$ cat config.mk
export PLATFORM = sky130hd
export DESIGN_NAME = sta_cell
export DESIGN_NICKNAME = d
export VERILOG_FILES = /design/src/design/sta_pkg.sv /design/src/design/sta_cell.sv
export SDC_FILE = /design/constraint.sdc
export NUM_CORES = 1
export LEC_CHECK = 0
export ABC_AREA = 1
export BUFFER_PORTS_ARGS = -buffer_cell sky130_fd_sc_hd__buf_2
export CAP_MARGIN = 0
export CELL_PAD_IN_SITES_DETAIL_PLACEMENT = 0
export CELL_PAD_IN_SITES_GLOBAL_PLACEMENT = 1
export CORE_UTILIZATION = 35
export CTS_CLUSTER_SIZE = 8
export DETAILED_ROUTE_END_ITERATION = 8
export MAX_ROUTING_LAYER = met4
export PLACE_DENSITY_LB_ADDON = 0.1
export SLEW_MARGIN = 20
export SYNTH_ARGS = -nofsm -noshare
export SYNTH_HDL_FRONTEND = slang
export SYNTH_SLANG_ARGS = --single-unit
$ cat constraint.sdc
create_clock -name clk -period 13.7 [get_ports clk]
set_clock_uncertainty 0.15 [all_clocks]
set_input_delay 4.11 -clock clk [delete_from_list [all_inputs] [get_ports clk]]
set_output_delay 4.11 -clock clk [all_outputs]
set_load 0.005 [all_outputs]
$ cat src/design/sta_pkg.sv
// shared types and codes of the sorted term accumulator
`timescale 1ns / 1ps

package sta_pkg;

  // request kinds carried in s_tuser
  localparam logic [1:0] REQ_ADD   = 2'd0;
  localparam logic [1:0] REQ_READ  = 2'd1;
  localparam logic [1:0] REQ_CLEAR = 2'd2;

  // result codes carried in m_tuser
  localparam logic [2:0] ST_INSERTED = 3'd0;
  localparam logic [2:0] ST_COMBINED = 3'd1;
  localparam logic [2:0] ST_REMOVED  = 3'd2;
  localparam logic [2:0] ST_DROPPED  = 3'd3;
  localparam logic [2:0] ST_READ_OK  = 3'd4;
  localparam logic [2:0] ST_BAD_IDX  = 3'd5;
  localparam logic [2:0] ST_CLEARED  = 3'd6;

  // register index of zero_threshold
  localparam logic REG_THRESHOLD = 1'b0;

  typedef enum logic [1:0] {
    PH_IDLE,
    PH_CMP,
    PH_UPD
  } sta_phase_t;

  // per-cycle commands broadcast to every cell
  typedef struct packed {
    logic capture;  // register compare flags against the pending term
    logic insert;   // open a slot at the insert point, shift later entries up
    logic remove;   // drop the matching entry, shift later entries down
    logic combine;  // matching entry takes the saturated sum
  } sta_cell_ctl_t;

endpackage

$ cat src/design/sta_cell.sv
// one table cell: holds a term, compares it with the pending term, shifts
`timescale 1ns / 1ps

module sta_cell #(
  parameter int IDX        = 0,
  parameter int DIM        = 4,
  parameter int EXP_BITS   = 8,
  parameter int CW         = 32,
  parameter int CNTW       = 7
) (
  input  logic                  clk,
  input  sta_pkg::sta_cell_ctl_t ctl,
  input  logic [CNTW-1:0]       count,
  input  logic [30:0]           threshold,
  input  logic [31:0]           new_exp,
  input  logic signed [CW-1:0]  new_coef,
  input  logic [5:0]            rd_idx,
  input  logic                  left_ins,
  input  logic [31:0]           left_exp,
  input  logic signed [CW-1:0]  left_coef,
  input  logic [31:0]           right_exp,
  input  logic signed [CW-1:0]  right_coef,
  output logic [31:0]           exp_q,
  output logic signed [CW-1:0]  coef_q,
  output logic                  ins_q,
  output logic                  eq_q,
  output logic                  kill,
  output logic                  rd_hit,
  output logic [31:0]           rd_exp,
  output logic signed [CW-1:0]  rd_coef
);
  import sta_pkg::*;

  localparam int DW = EXP_BITS + 4;
  localparam logic signed [CW:0] SMAX = (CW+1)'((64'(1) << (CW - 1)) - 64'(1));
  localparam logic signed [CW:0] SMIN = -SMAX - (CW+1)'(1);

  function automatic logic [EXP_BITS-1:0] slot(input logic [31:0] packed_exp, input int v);
    int sh;
    sh = (DIM - 1 - v) * EXP_BITS;
    if (sh >= 32) return '0;
    return EXP_BITS'(packed_exp >> sh);
  endfunction

  function automatic logic [DW-1:0] degree(input logic [31:0] packed_exp);
    logic [DW-1:0] s;
    s = '0;
    for (int v = 0; v < DIM; v++) s = s + DW'(slot(packed_exp, v));
    return s;
  endfunction

  logic              valid;
  logic              new_lt, new_eq;
  logic [DW-1:0]     dn, dc;
  logic              decided;
  logic signed [CW:0] sum, sum_sat, mag;

  assign valid = 32'(count) > 32'(IDX);

  // graded order: degree first, then variable by variable from variable 0
  always_comb begin
    dn = degree(new_exp);
    dc = degree(exp_q);
    new_lt  = dn < dc;
    new_eq  = dn == dc;
    decided = dn != dc;
    for (int v = 0; v < DIM; v++) begin
      if (!decided && slot(new_exp, v) != slot(exp_q, v)) begin
        decided = 1'b1;
        new_eq  = 1'b0;
        new_lt  = slot(new_exp, v) < slot(exp_q, v);
      end
    end
  end

  // saturated sum and zero test for the matching entry
  always_comb begin
    sum = (CW+1)'(coef_q) + (CW+1)'(new_coef);
    if (sum > SMAX)      sum_sat = SMAX;
    else if (sum < SMIN) sum_sat = SMIN;
    else                 sum_sat = sum;
    mag = sum_sat[CW] ? -sum_sat : sum_sat;
  end

  assign kill = eq_q && (33'($unsigned(mag)) < 33'(threshold));

  assign rd_hit  = valid && (32'(rd_idx) == 32'(IDX));
  assign rd_exp  = rd_hit ? exp_q : '0;
  assign rd_coef = rd_hit ? coef_q : '0;

  always_ff @(posedge clk) begin
    if (ctl.capture) begin
      ins_q <= !valid || new_lt || new_eq;
      eq_q  <= valid && new_eq;
    end
    if (ctl.insert) begin
      if (ins_q && left_ins) begin
        exp_q  <= left_exp;
        coef_q <= left_coef;
      end else if (ins_q) begin
        exp_q  <= new_exp;
        coef_q <= new_coef;
      end
    end
    if (ctl.remove && ins_q) begin
      exp_q  <= right_exp;
      coef_q <= right_coef;
    end
    if (ctl.combine && eq_q) begin
      coef_q <= CW'(sum_sat);
    end
  end

endmodule

==> out/metrics.cfg, run 1 <==
[run_status]
run_status=completed

[logic_synthesis]
synth-seq-cells=66
mappedNetlistNets=2069
post_synth_inst_count=1671
seq_area_frac_synth_pct=18.58
synth_top_family_by_area=simple AND/OR/NAND/NOR gates
synth_adder_area_share_pct=20.62
yosys_most_used_dff=sky130_fd_sc_hd__edfxtp_1
synth_most_common_cell=sky130_fd_sc_hd__nand2_1
post_synth.cell_area_avg_um2=6.384
synth_simple_gate_area_share_pct=32.29
synth_mux_area_share_pct=0
synth_warnings=0
synth_enable_flop_cells=66
post-synth-top-area-cell=sky130_fd_sc_hd__edfxtp_1
synth-async-reset-ratio_pct=0
synth_compound_gate_area_share_pct=13.24
netlist-cell-type-count=44
synth.cell_area_um2=10670
yosys.area.top_type_share_pct=18.58
synthXorXnorAreaFrac_pct=3.695
synth_area_leaders=sky130_fd_sc_hd__edfxtp_1, sky130_fd_sc_hd__nand2_1, sky130_fd_sc_hd__ha_1
ys_top_cells_by_count=sky130_fd_sc_hd__nand2_1, sky130_fd_sc_hd__inv_1, sky130_fd_sc_hd__nor2_1, sky130_fd_sc_hd__ha_1, sky130_fd_sc_hd__nand3_1

[floorplan]
die_area_um2=31180
floorplan_row_count=63
initial_core_util_pct=35.80
die_w_um=176.6
pin_count=374
core_um2=29800
floorplan.die.height_um=176.6

[power_and_ir_drop]
cell_internal_pwr_mw=1.617
power.static_leakage_nw=7.437
power.net_switching_mw=2.155
irDropWorstVdd_v=0.0001567
clock_power_share_pct=6.7
power_per_cell_area_nw_per_um2=281.9
comb_power_share_pct=81.0
power.share.switching_pct=57.13
power.sequential.fraction_pct=12.2
design_power_total_mw=3.773

[finish]
fillerInstances=3301
drive_above_1_share_pct=22.86
multi_input_area_um2=7553
nets=2423
area_growth_syn_to_layout_pct=25.45
fin_util_pct=44.91
ff_latch_area_um2=1982
final_cell_count_no_fill=2427

[global_route]
grt_pass1_vias=11510
grtUsageMet3_pct=2.929
globalRouteOverflowTotal=0
grt_most_used_layer=met2
globalRouteMet2Util_pct=49.95
globalRouteMet1Util_pct=36.81
grt_use_total_pct=29.72
grt_start_max_net_pins=105
grt_first_pass_wirelength_mm=67.50
antenna_found_initial=5

[run]
max_cap_violations=0

[sta]
finalSetupViolations=0
hold-worst-slack_ns=0.9128
min_period_ns=13.13
report.final.slew_viol_count=0
timing_hold_violations_final=0
maxSlewHeadroom_pct=40.66
worst_pin_slew_ns=0.8846
fmaxAchievable_ghz=0.07617
finalCritPeriodShare_pct=95.83

[cts]
clock_insertion_delay_worst_skew_ns=0.35
cts_num_sinks=66
cts_root_buf=sky130_fd_sc_hd__clkbuf_16
clock_transition_at_the_registers_of_the_reported_paths_ns=0.07
htreeDepth=3
maximum_clock_insertion_buffer_count=2
tritoncts_clock_tree=yes
number_of_buffers_created_by_cts=9

[critical_path]
critical_path.endpoint=kill
worstPathBufferInverterCount=6
timing.critical_path.max_delay_family=simple AND/OR/NAND/NOR gates
regToRegEndpoint=ins_q
worst-endpoint-arrival_ns=8.87
timing.critical_path.depth=41
slowest_stage=sky130_fd_sc_hd__or4_1
cp-start-kind=input pin
r2r_start=exp_q[1]
rrSetupSlack_ns=8.88
critPathCaptureType=output port
path_class=input pin to output port
reg2regPathDepth=20
worst_path_most_repeated_cell=sky130_fd_sc_hd__nand2_1
worst_path_largest_cell_delay_ns=0.57
critical_path_required_ns=9.44
worst_setup_path_startpoint=new_coef[0]
worstPathMaxFanout=24

[place]
place.detailed.hpwl_mm=38.70
dp_cell_count=2398
buffer_ports.inserted=373
place.gp.congestion=0.9786

[detailed_routing]
drtAntennaViolNets=0
drc=0
detailroute.via_count=12150
dr.first_iter.drc_count=649
first_pass_iters=5
drt_wl_total_mm=45.53
routed_via_density=5.007
routedWlPerCell_um=18.76

[hold_path]
min_path_type=flop to flop

==> registers in the layout, indices dropped and copies added, names as in the netlist <==
signal,count
coef_q,32
eq_q,1
exp_q,32
ins_q,1
==> through the flow <==
step / setup TNS [ns] / cell area (um2) / setup slack [ns]
2_1_floorplan: 0 / 10670 / 1.252
3_3_place_gp: 0 / 12920 / 0.5008
3_5_place_dp: 0 / 12920 / 0.3826
4_1_cts: 0 / 13220 / 0.3731
5_1_grt: -0.03011 / 13380 / -0.03011
6_report: 0 / 13380 / 0.5711
==> worst min-delay path by stage <==
| stage | from | end | slack (ns) | depth (start not counted) |
|---|---|---|---|---|
| 4_1_cts | ins_q | coef_q[0] | 0.88 | 2 |
| 3_5_place_dp | ins_q | coef_q[0] | 0.85 | 2 |
| 2_1_floorplan | eq_q | coef_q[1] | 0.65 | 3 |
| 3_3_place_gp | ins_q | coef_q[0] | 0.85 | 2 |
| 6_report | ins_q | coef_q[0] | 0.91 | 2 |
| 5_1_grt | ins_q | coef_q[0] | 0.93 | 2 |
==> final cells by class <==
| type | count | share of cell area (%) |
|---|---|---|
| multi-input cells | 1285 | 56.44 |
| repair buffers | 393 | 15.19 |
| flip-flops and latches | 66 | 14.81 |
| inverters | 270 | 7.573 |
| well taps | 390 | 3.646 |
| clock buffers | 9 | 1.683 |
| clock inverters | 7 | 0.5236 |
| diodes | 7 | 0.1309 |
==> power groups by stage <==
| stage | sequential (mW) | clock, mW | combinational, mW |
|---|---|---|---|
| floorplan | 0.421 | 0 | 2.14 |
| finish | 0.461 | 0.255 | 3.06 |
| detailed placement | 0.464 | 0 | 2.98 |
| CTS | 0.460 | 0.254 | 3.01 |
| global placement | 0.464 | 0 | 2.98 |
| global route | 0.468 | 0.259 | 3.50 |
==> placed cells by master (no fill, tap or decap), types with 32 or more instances in the layout <==
cell type,instances
sky130_fd_sc_hd__buf_2,373
sky130_fd_sc_hd__a31oi_1,36
sky130_fd_sc_hd__ha_1,122
sky130_fd_sc_hd__nand2_1,472
sky130_fd_sc_hd__fa_1,32
sky130_fd_sc_hd__nor2_1,201
sky130_fd_sc_hd__a21oi_1,96
sky130_fd_sc_hd__edfxtp_1,66
sky130_fd_sc_hd__o21ai_0,45
sky130_fd_sc_hd__nand3_1,98
sky130_fd_sc_hd__inv_1,257
==> cells by family after synthesis <==
logic type / after synthesis
AO/OA/AOI/OAI: 240
XOR/XNOR: 45
AND/OR/NAND/NOR: 844
buffers and inverters: 320
adder cells (fa/ha/maj): 156
flip-flops: 66
==> tightest hold or removal path, stage by stage, from the launching register on <==
cell and delay [ns]:
sky130_fd_sc_hd__edfxtp_1 0.61, sky130_fd_sc_hd__inv_1 0.19, sky130_fd_sc_hd__o21ai_2 0.08
==> timing repair <==
item                                   4_1_cts  5_1_grt
gates resized for setup                      0       18
endpoints found under the hold margin        0        0
setup buffers                                0        6
setup endpoints to repair                    0        1
hold buffers                                 0        0
==> layer usage <==
metal | share of wire (%) | vias to the layer above
li1 | - | 6103
met4 | 3.3 | 0
met5 | 0 | -
met2 | 49 | 388
met1 | 43 | 5606
met3 | 5.0 | 54
No activity file was read; power rests on OpenSTA's default activity.
==> run 2: changes to the inputs <==
Settings changed: BUFFER_PORTS_ARGS -buffer_cell sky130_fd_sc_hd__buf_2 to -buffer_cell sky130_fd_sc_hd__buf_4.
==> run 2 against run 1 <==
Via count is 0.52% lower. Non-clock buffer count fell by 7. Wire length up 1.5%. Flip-flop and latch count unchanged. Register-to-register slack improved by 0.05 ns. Setup slack lost 0.012 ns. Final cell count fell by 0.54%. Clock power increased by 11%. First-iteration DRC count increased by 4.5%. Sequential power hardly changed. Hold slack improved by 0.060 ns. Critical path type unchanged. Largest power group unchanged.
==> out/metrics.cfg, run 2 (synthesized netlist as in run 1, its figures left out) <==
[finish]
area_growth_syn_to_layout_pct=33.52
finalInstanceArea_um2=14240  ; +6.4%
multi_input_area_um2=7511  ; -0.56%
largestRegisters=coef_q: 32 flops, exp_q: 32 flops
ff_latch_area_um2=1982  ; unchanged
most_common_library_cell_in_the_layout_ignoring_fill_and_taps=sky130_fd_sc_hd__nand2_1
nets=2416  ; -0.29%
fillerInstances=3128  ; -5.2%
mostFrequentLayoutCells=sky130_fd_sc_hd__nand2_1, sky130_fd_sc_hd__buf_4, sky130_fd_sc_hd__inv_1, sky130_fd_sc_hd__nor2_1, sky130_fd_sc_hd__ha_1
drive_above_1_share_pct=22.34  ; -0.51 points

[power_and_ir_drop]
irDropWorstVdd_v=0.0001182  ; -25%
power_per_cell_area_nw_per_um2=267.8  ; -5.0%
power.static_leakage_nw=7.683  ; +3.3%
design_power_total_mw=3.814  ; +1.1%

[critical_path]
critical_path_required_ns=9.44  ; about the same
cp-start-kind=input pin
worst_path_most_repeated_cell=sky130_fd_sc_hd__nand2_1
regToRegEndpoint=ins_q
worst-endpoint-arrival_ns=8.88  ; about the same
worstPathMaxFanout=10  ; -58%
path_class=input pin to output port
slowest_stage=sky130_fd_sc_hd__or4_1
reg2regPathDepth=19  ; -5.0%
r2r_start=exp_q[1]
critPathCaptureType=output port
worst_path_largest_cell_delay_ns=0.51  ; -0.06 ns
rrSetupSlack_ns=8.93  ; +0.05 ns

[sta]
finalSetupViolations=0  ; unchanged
timing_hold_violations_final=0  ; unchanged
tns_ns=0  ; unchanged
rsz0062_at_grt=no
fmaxAchievable_ghz=0.07610  ; about the same
report.final.slew_viol_count=0  ; unchanged
min_period_ns=13.14  ; +0.01248 ns
finalCritPeriodShare_pct=95.92  ; about the same
maxSlewHeadroom_pct=36.31  ; -4.4 points
worst_pin_slew_ns=0.9495  ; +0.06486 ns

[global_route]
antenna_found_initial=1  ; -4
globalRouteOverflowTotal=0  ; unchanged
grtUsageMet3_pct=3.122  ; +0.19 points
grt_most_used_layer=met2
globalRouteMet2Util_pct=52.17  ; +2.2 points
grt_use_total_pct=30.07  ; +0.34 points
grt_pass1_vias=11700  ; +1.7%
grt_start_max_net_pins=66  ; -37%
grt_first_pass_wirelength_mm=68.23  ; +1.1%
globalRouteMet1Util_pct=36.77  ; -0.047 points

[hold_path]
hold-path-cell-count=5  ; +3
min_path_type=flop to flop
worst_hold_launch=exp_q[0]
worst_hold_path.endpoint=eq_q

[detailed_routing]
drt_wl_total_mm=46.21  ; +1.5%
routedWlPerCell_um=19.14  ; +2.0%
first_pass_iters=5  ; unchanged
drc=0  ; unchanged
drtAntennaViolNets=0  ; unchanged
routed_via_density=5.007  ; about the same
dr.first_iter.drc_count=678  ; +4.5%
detailroute.via_count=12090  ; -0.52%

[floorplan]
die_area_um2=31180  ; unchanged
core_um2=29800  ; unchanged
initial_core_util_pct=35.80  ; unchanged
die_w_um=176.6  ; unchanged
floorplan_row_count=63  ; unchanged
pin_count=374  ; unchanged
floorplan.die.height_um=176.6  ; unchanged

[cts]
maximum_clock_insertion_buffer_count=2  ; unchanged
cts_num_sinks=66  ; unchanged
htreeDepth=3  ; unchanged
clock_insertion_delay_worst_skew_ns=0.34  ; about the same
tritoncts_clock_tree=yes
clock_transition_at_the_registers_of_the_reported_paths_ns=0.07  ; about the same
cts_post_setup_buffers_inserted=0  ; unchanged
number_of_buffers_created_by_cts=9  ; unchanged
cts_root_buf=sky130_fd_sc_hd__clkbuf_16

[run_status]
run_status=completed

[run]
max_cap_violations=0  ; unchanged

[place]
buffer_ports.inserted=373  ; unchanged
place.detailed.hpwl_mm=39.30  ; +1.6%
place.gp.congestion=0.9597  ; -1.9%
placed_area_um2=13850  ; +7.2%

[run 2: worst max-delay path by stage]
stage	endpoint	start	cells after the start
2_1_floorplan	kill	new_coef[0]	38
3_3_place_gp	kill	new_coef[0]	39
3_5_place_dp	kill	new_coef[0]	39
4_1_cts	kill	new_coef[0]	39
5_1_grt	kill	new_coef[0]	40
6_report	kill	new_coef[0]	40
[run 2: worst max-delay path: cells and delay by family]
family | cells | cell delay, ns
and+or+nand+nor | 29 | 2.91
buffers and inverters | 5 | 0.41
xor gates and xnor gates | 1 | 0.15
adders and majority gates | 4 | 1.08
AOI/OAI and AO/OA | 1 | 0.21
[run 2: cell type report]
class	count	share of cell area, %
sequential	66	13.91
clock buffer	9	1.581
tap	390	3.426
clock inverter	7	0.8169
inverter	270	7.115
antenna	1	0.01757
timing repair buffer	386	20.40
multi-input combinational	1285	52.73
[run 2: repair_timing]
action,4_1_cts,5_1_grt
hold buffers,0,0
setup endpoints to repair,0,1
resized for setup,0,13
[run 2: layer usage]
metal  vias to the layer above  part of all wire [%]
li1                       6073                     -
met4                         0                   2.7
met3                        44                   5.5
met5                         -                     0
met2                       407                    49
met1                      5564                    42
[run 2: power breakdown]
part / internal (mW) / total [mW] / switching, mW
Sequential: 0.348 / 0.462 / 0.113
Combinational: 1.15 / 3.07 / 1.92
Clock: 0.178 / 0.283 / 0.104
Total: 1.68 / 3.81 / 2.14
[run 2: metrics by stage]
step / cells / hold WS [ns] / utilization (%) / setup WS, ns
2_1_floorplan: 1671 / 0.6458 / - / 1.252
3_3_place_gp: 2397 / 0.9635 / 46.48 / 0.5035
3_5_place_dp: 2397 / 0.9617 / 46.48 / 0.4076
4_1_cts: 2413 / 0.9812 / 47.62 / 0.3831
5_1_grt: 2414 / 1.057 / 47.80 / 0.06693
6_report: 2414 / 0.9732 / 47.80 / 0.5586
==> run 3: changes to the inputs <==
==> constraint.sdc (replaced) <==
create_clock -name clk -period 13.7 [get_ports clk]
set_clock_uncertainty 0.15 [all_clocks]
set_input_delay 0 -clock clk [delete_from_list [all_inputs] [get_ports clk]]
set_output_delay 0 -clock clk [all_outputs]
set_load 0.005 [all_outputs]
==> run 3 against run 2 <==
Core utilization increased by 3.0 points. Flip-flop and latch count did not move. Design area rose by 6.3%. Critical path depth decreased by 2. First-iteration DRC count increased by 22%. Final cell count up 4.1%. Die area is the same. Sequential share of layout area shrank 0.83 points. Largest power group unchanged.
==> out/metrics.cfg, run 3 (synthesized netlist as in run 1, its figures left out) <==
[finish]
fin_util_pct=50.83  ; +3.0 points
num_antenna_cells=0  ; -1
nets=2515  ; +4.1%
mostFrequentLayoutCells=sky130_fd_sc_hd__nand2_1, sky130_fd_sc_hd__buf_4, sky130_fd_sc_hd__inv_1, sky130_fd_sc_hd__nor2_1, sky130_fd_sc_hd__ha_1
ff_latch_area_um2=1982  ; unchanged
drive_above_1_share_pct=20.78  ; -1.6 points
area_growth_syn_to_layout_pct=41.98
multi_input_area_um2=7467  ; -0.58%
most_common_library_cell_in_the_layout_ignoring_fill_and_taps=sky130_fd_sc_hd__nand2_1
fillerInstances=3153  ; +0.80%
final_cell_count_no_fill=2512  ; +4.1%
largestRegisters=coef_q: 32 flops, exp_q: 32 flops

[floorplan]
core_um2=29800  ; unchanged
die_area_um2=31180  ; unchanged
pin_count=374  ; unchanged
floorplan.die.height_um=176.6  ; unchanged
die_w_um=176.6  ; unchanged
floorplan_row_count=63  ; unchanged
initial_core_util_pct=35.80  ; unchanged

[sta]
report.final.slew_viol_count=0  ; unchanged
worst_pin_slew_ns=0.8985  ; -0.05094 ns
timing_hold_violations_final=0  ; unchanged
finalCritPeriodShare_pct=48.21  ; -48 points
finalSetupViolations=0  ; unchanged
rsz0062_at_grt=no
fmaxAchievable_ghz=0.1514  ; +99%
tns_ns=0  ; unchanged
min_period_ns=6.605  ; -6.536 ns
maxSlewHeadroom_pct=39.73  ; +3.4 points

[detailed_routing]
drtAntennaViolNets=0  ; unchanged
routed_via_density=5.002  ; -0.10%
first_pass_iters=7  ; +2
dr.first_iter.drc_count=827  ; +22%
detailroute.via_count=12570  ; +4.0%
routedWlPerCell_um=19.33  ; +0.98%
drt_wl_total_mm=48.56  ; +5.1%
drc=0  ; unchanged

[critical_path]
regToRegEndpoint=ins_q
critical_path_required_ns=13.55  ; +4.11 ns
cp-start-kind=flop
slowest_stage=sky130_fd_sc_hd__nand2_2
worst-endpoint-arrival_ns=6.45  ; -2.43 ns
worst_path_most_repeated_cell=sky130_fd_sc_hd__nand2_1
critPathCaptureType=output port
critical_path.endpoint=kill
rrSetupSlack_ns=8.87  ; -0.06 ns
worst_setup_path_startpoint=coef_q[0]
path_class=flop to output port
r2r_start=exp_q[1]
worstPathMaxFanout=39  ; +29
worst_path_largest_cell_delay_ns=0.61  ; +0.10 ns
reg2regPathDepth=20  ; +1

[power_and_ir_drop]
design_power_total_mw=3.830  ; +0.41%
power.share.switching_pct=55.96  ; -0.068 points
power.static_leakage_nw=8.058  ; +4.9%
cell_internal_pwr_mw=1.686  ; +0.56%
irDropWorstVdd_v=0.0001284  ; +8.6%
clock_power_share_pct=6.5  ; -0.9 points
power.sequential.fraction_pct=11.6  ; -0.5 points
power.net_switching_mw=2.143  ; +0.29%
comb_power_share_pct=81.9  ; +1.4 points
power_per_cell_area_nw_per_um2=252.8  ; -5.6%

[cts]
cts_num_sinks=66  ; unchanged
htreeDepth=3  ; unchanged
cts_post_setup_buffers_inserted=0  ; unchanged
maximum_clock_insertion_buffer_count=2  ; unchanged
cts_hold_buf=104  ; +104
cts_root_buf=sky130_fd_sc_hd__clkbuf_16
number_of_buffers_created_by_cts=9  ; unchanged
clock_insertion_delay_worst_skew_ns=0.35  ; about the same
tritoncts_clock_tree=yes
cts-resized-gates=0  ; unchanged
clock_transition_at_the_registers_of_the_reported_paths_ns=0.06  ; about the same

[global_route]
antenna_found_initial=0  ; -1
grt_first_pass_wirelength_mm=72.19  ; +5.8%
grt_start_max_net_pins=65  ; -1.5%
globalRouteOverflowTotal=0  ; unchanged
grt_use_total_pct=31.69  ; +1.6 points
grt_pass1_vias=12410  ; +6.1%

[place]
place.detailed.hpwl_mm=40.01  ; +1.8%
dp_cell_count=2392  ; -0.21%
place.gp.congestion=0.9596  ; about the same
buffer_ports.inserted=373  ; unchanged

[hold_path]
min_path_type=input pin to flop

[run_status]
run_status=completed

[run]
max_cap_violations=0  ; unchanged

==> run 3: cell count changes in the layout (fill, tap and decap cells not counted), sizes merged <==
cell / previous run / this run
buf: 386 / 381
clkinvlp: 0 / 1
bufinv: 3 / 1
diode: 1 / 0
dlygate4sd3: 0 / 104
clkinv: 4 / 5
==> run 3: stage by stage <==
stage | hold slack [ns] | setup WS [ns] | instance area [um2]
final | 0.006254 | 7.095 | 15150
after global routing | 0.009311 | 6.423 | 15150
after CTS | 0.005913 | 7.070 | 15150
after global placement | 0.06189 | 7.590 | 13810
after detailed placement | 0.05976 | 7.478 | 13810
after floorplan | -0.03750 | 9.086 | 10670
==> run 3: worst min-delay path by stage <==
stage | from | endpoint | slack [ns] | cells past startpoint
detailed placement | ctl[3] | eq_q | 0.06 | 1
CTS | count[6] | ins_q | 0.006 | 4
global route | left_exp[30] | exp_q[30] | 0.009 | 3
floorplan | ctl[3] | eq_q | -0.04 | 0
finish | left_coef[14] | coef_q[14] | 0.006 | 5
global placement | ctl[3] | eq_q | 0.06 | 1
==> run 3: power groups by stage <==
stage / Combinational (mW) / Sequential (mW) / Clock (mW)
5_1_grt: 3.57 / 0.454 / 0.258
4_1_cts: 3.15 / 0.445 / 0.252
3_5_place_dp: 3.04 / 0.450 / 0
2_1_floorplan: 2.14 / 0.421 / 0
6_report: 3.13 / 0.445 / 0.250
3_3_place_gp: 3.04 / 0.443 / 0
==> run 3: area by class of cell <==
type / count / area share (%)
Multi-Input combinational cell: 1285 / 49.30
Timing Repair Buffer: 485 / 25.76
Sequential cell: 66 / 13.09
Inverter: 270 / 6.691
Tap cell: 390 / 3.222
Clock buffer: 9 / 1.487
Clock inverter: 7 / 0.4544
==> run 3: layer usage <==
metal	GRT usage, %	vias to the layer above	share of wire (%)
met5	-	-	0
met4	10.52	0	3.1
met3	3.467	70	5.5
met2	54.48	412	49
met1	38.43	5804	42
li1	-	6280	-
==> run 3: worst max-delay path: cells and delay by family (launching register included) <==
kind | cells | cell delay, ns
adders and majority gates | 4 | 1.09
DFF | 1 | 0.39
AOI/OAI and AO/OA | 2 | 0.43
and+or+nand+nor | 27 | 3.68
xor gates and xnor gates | 1 | 0.16
buffers and inverters | 4 | 0.32
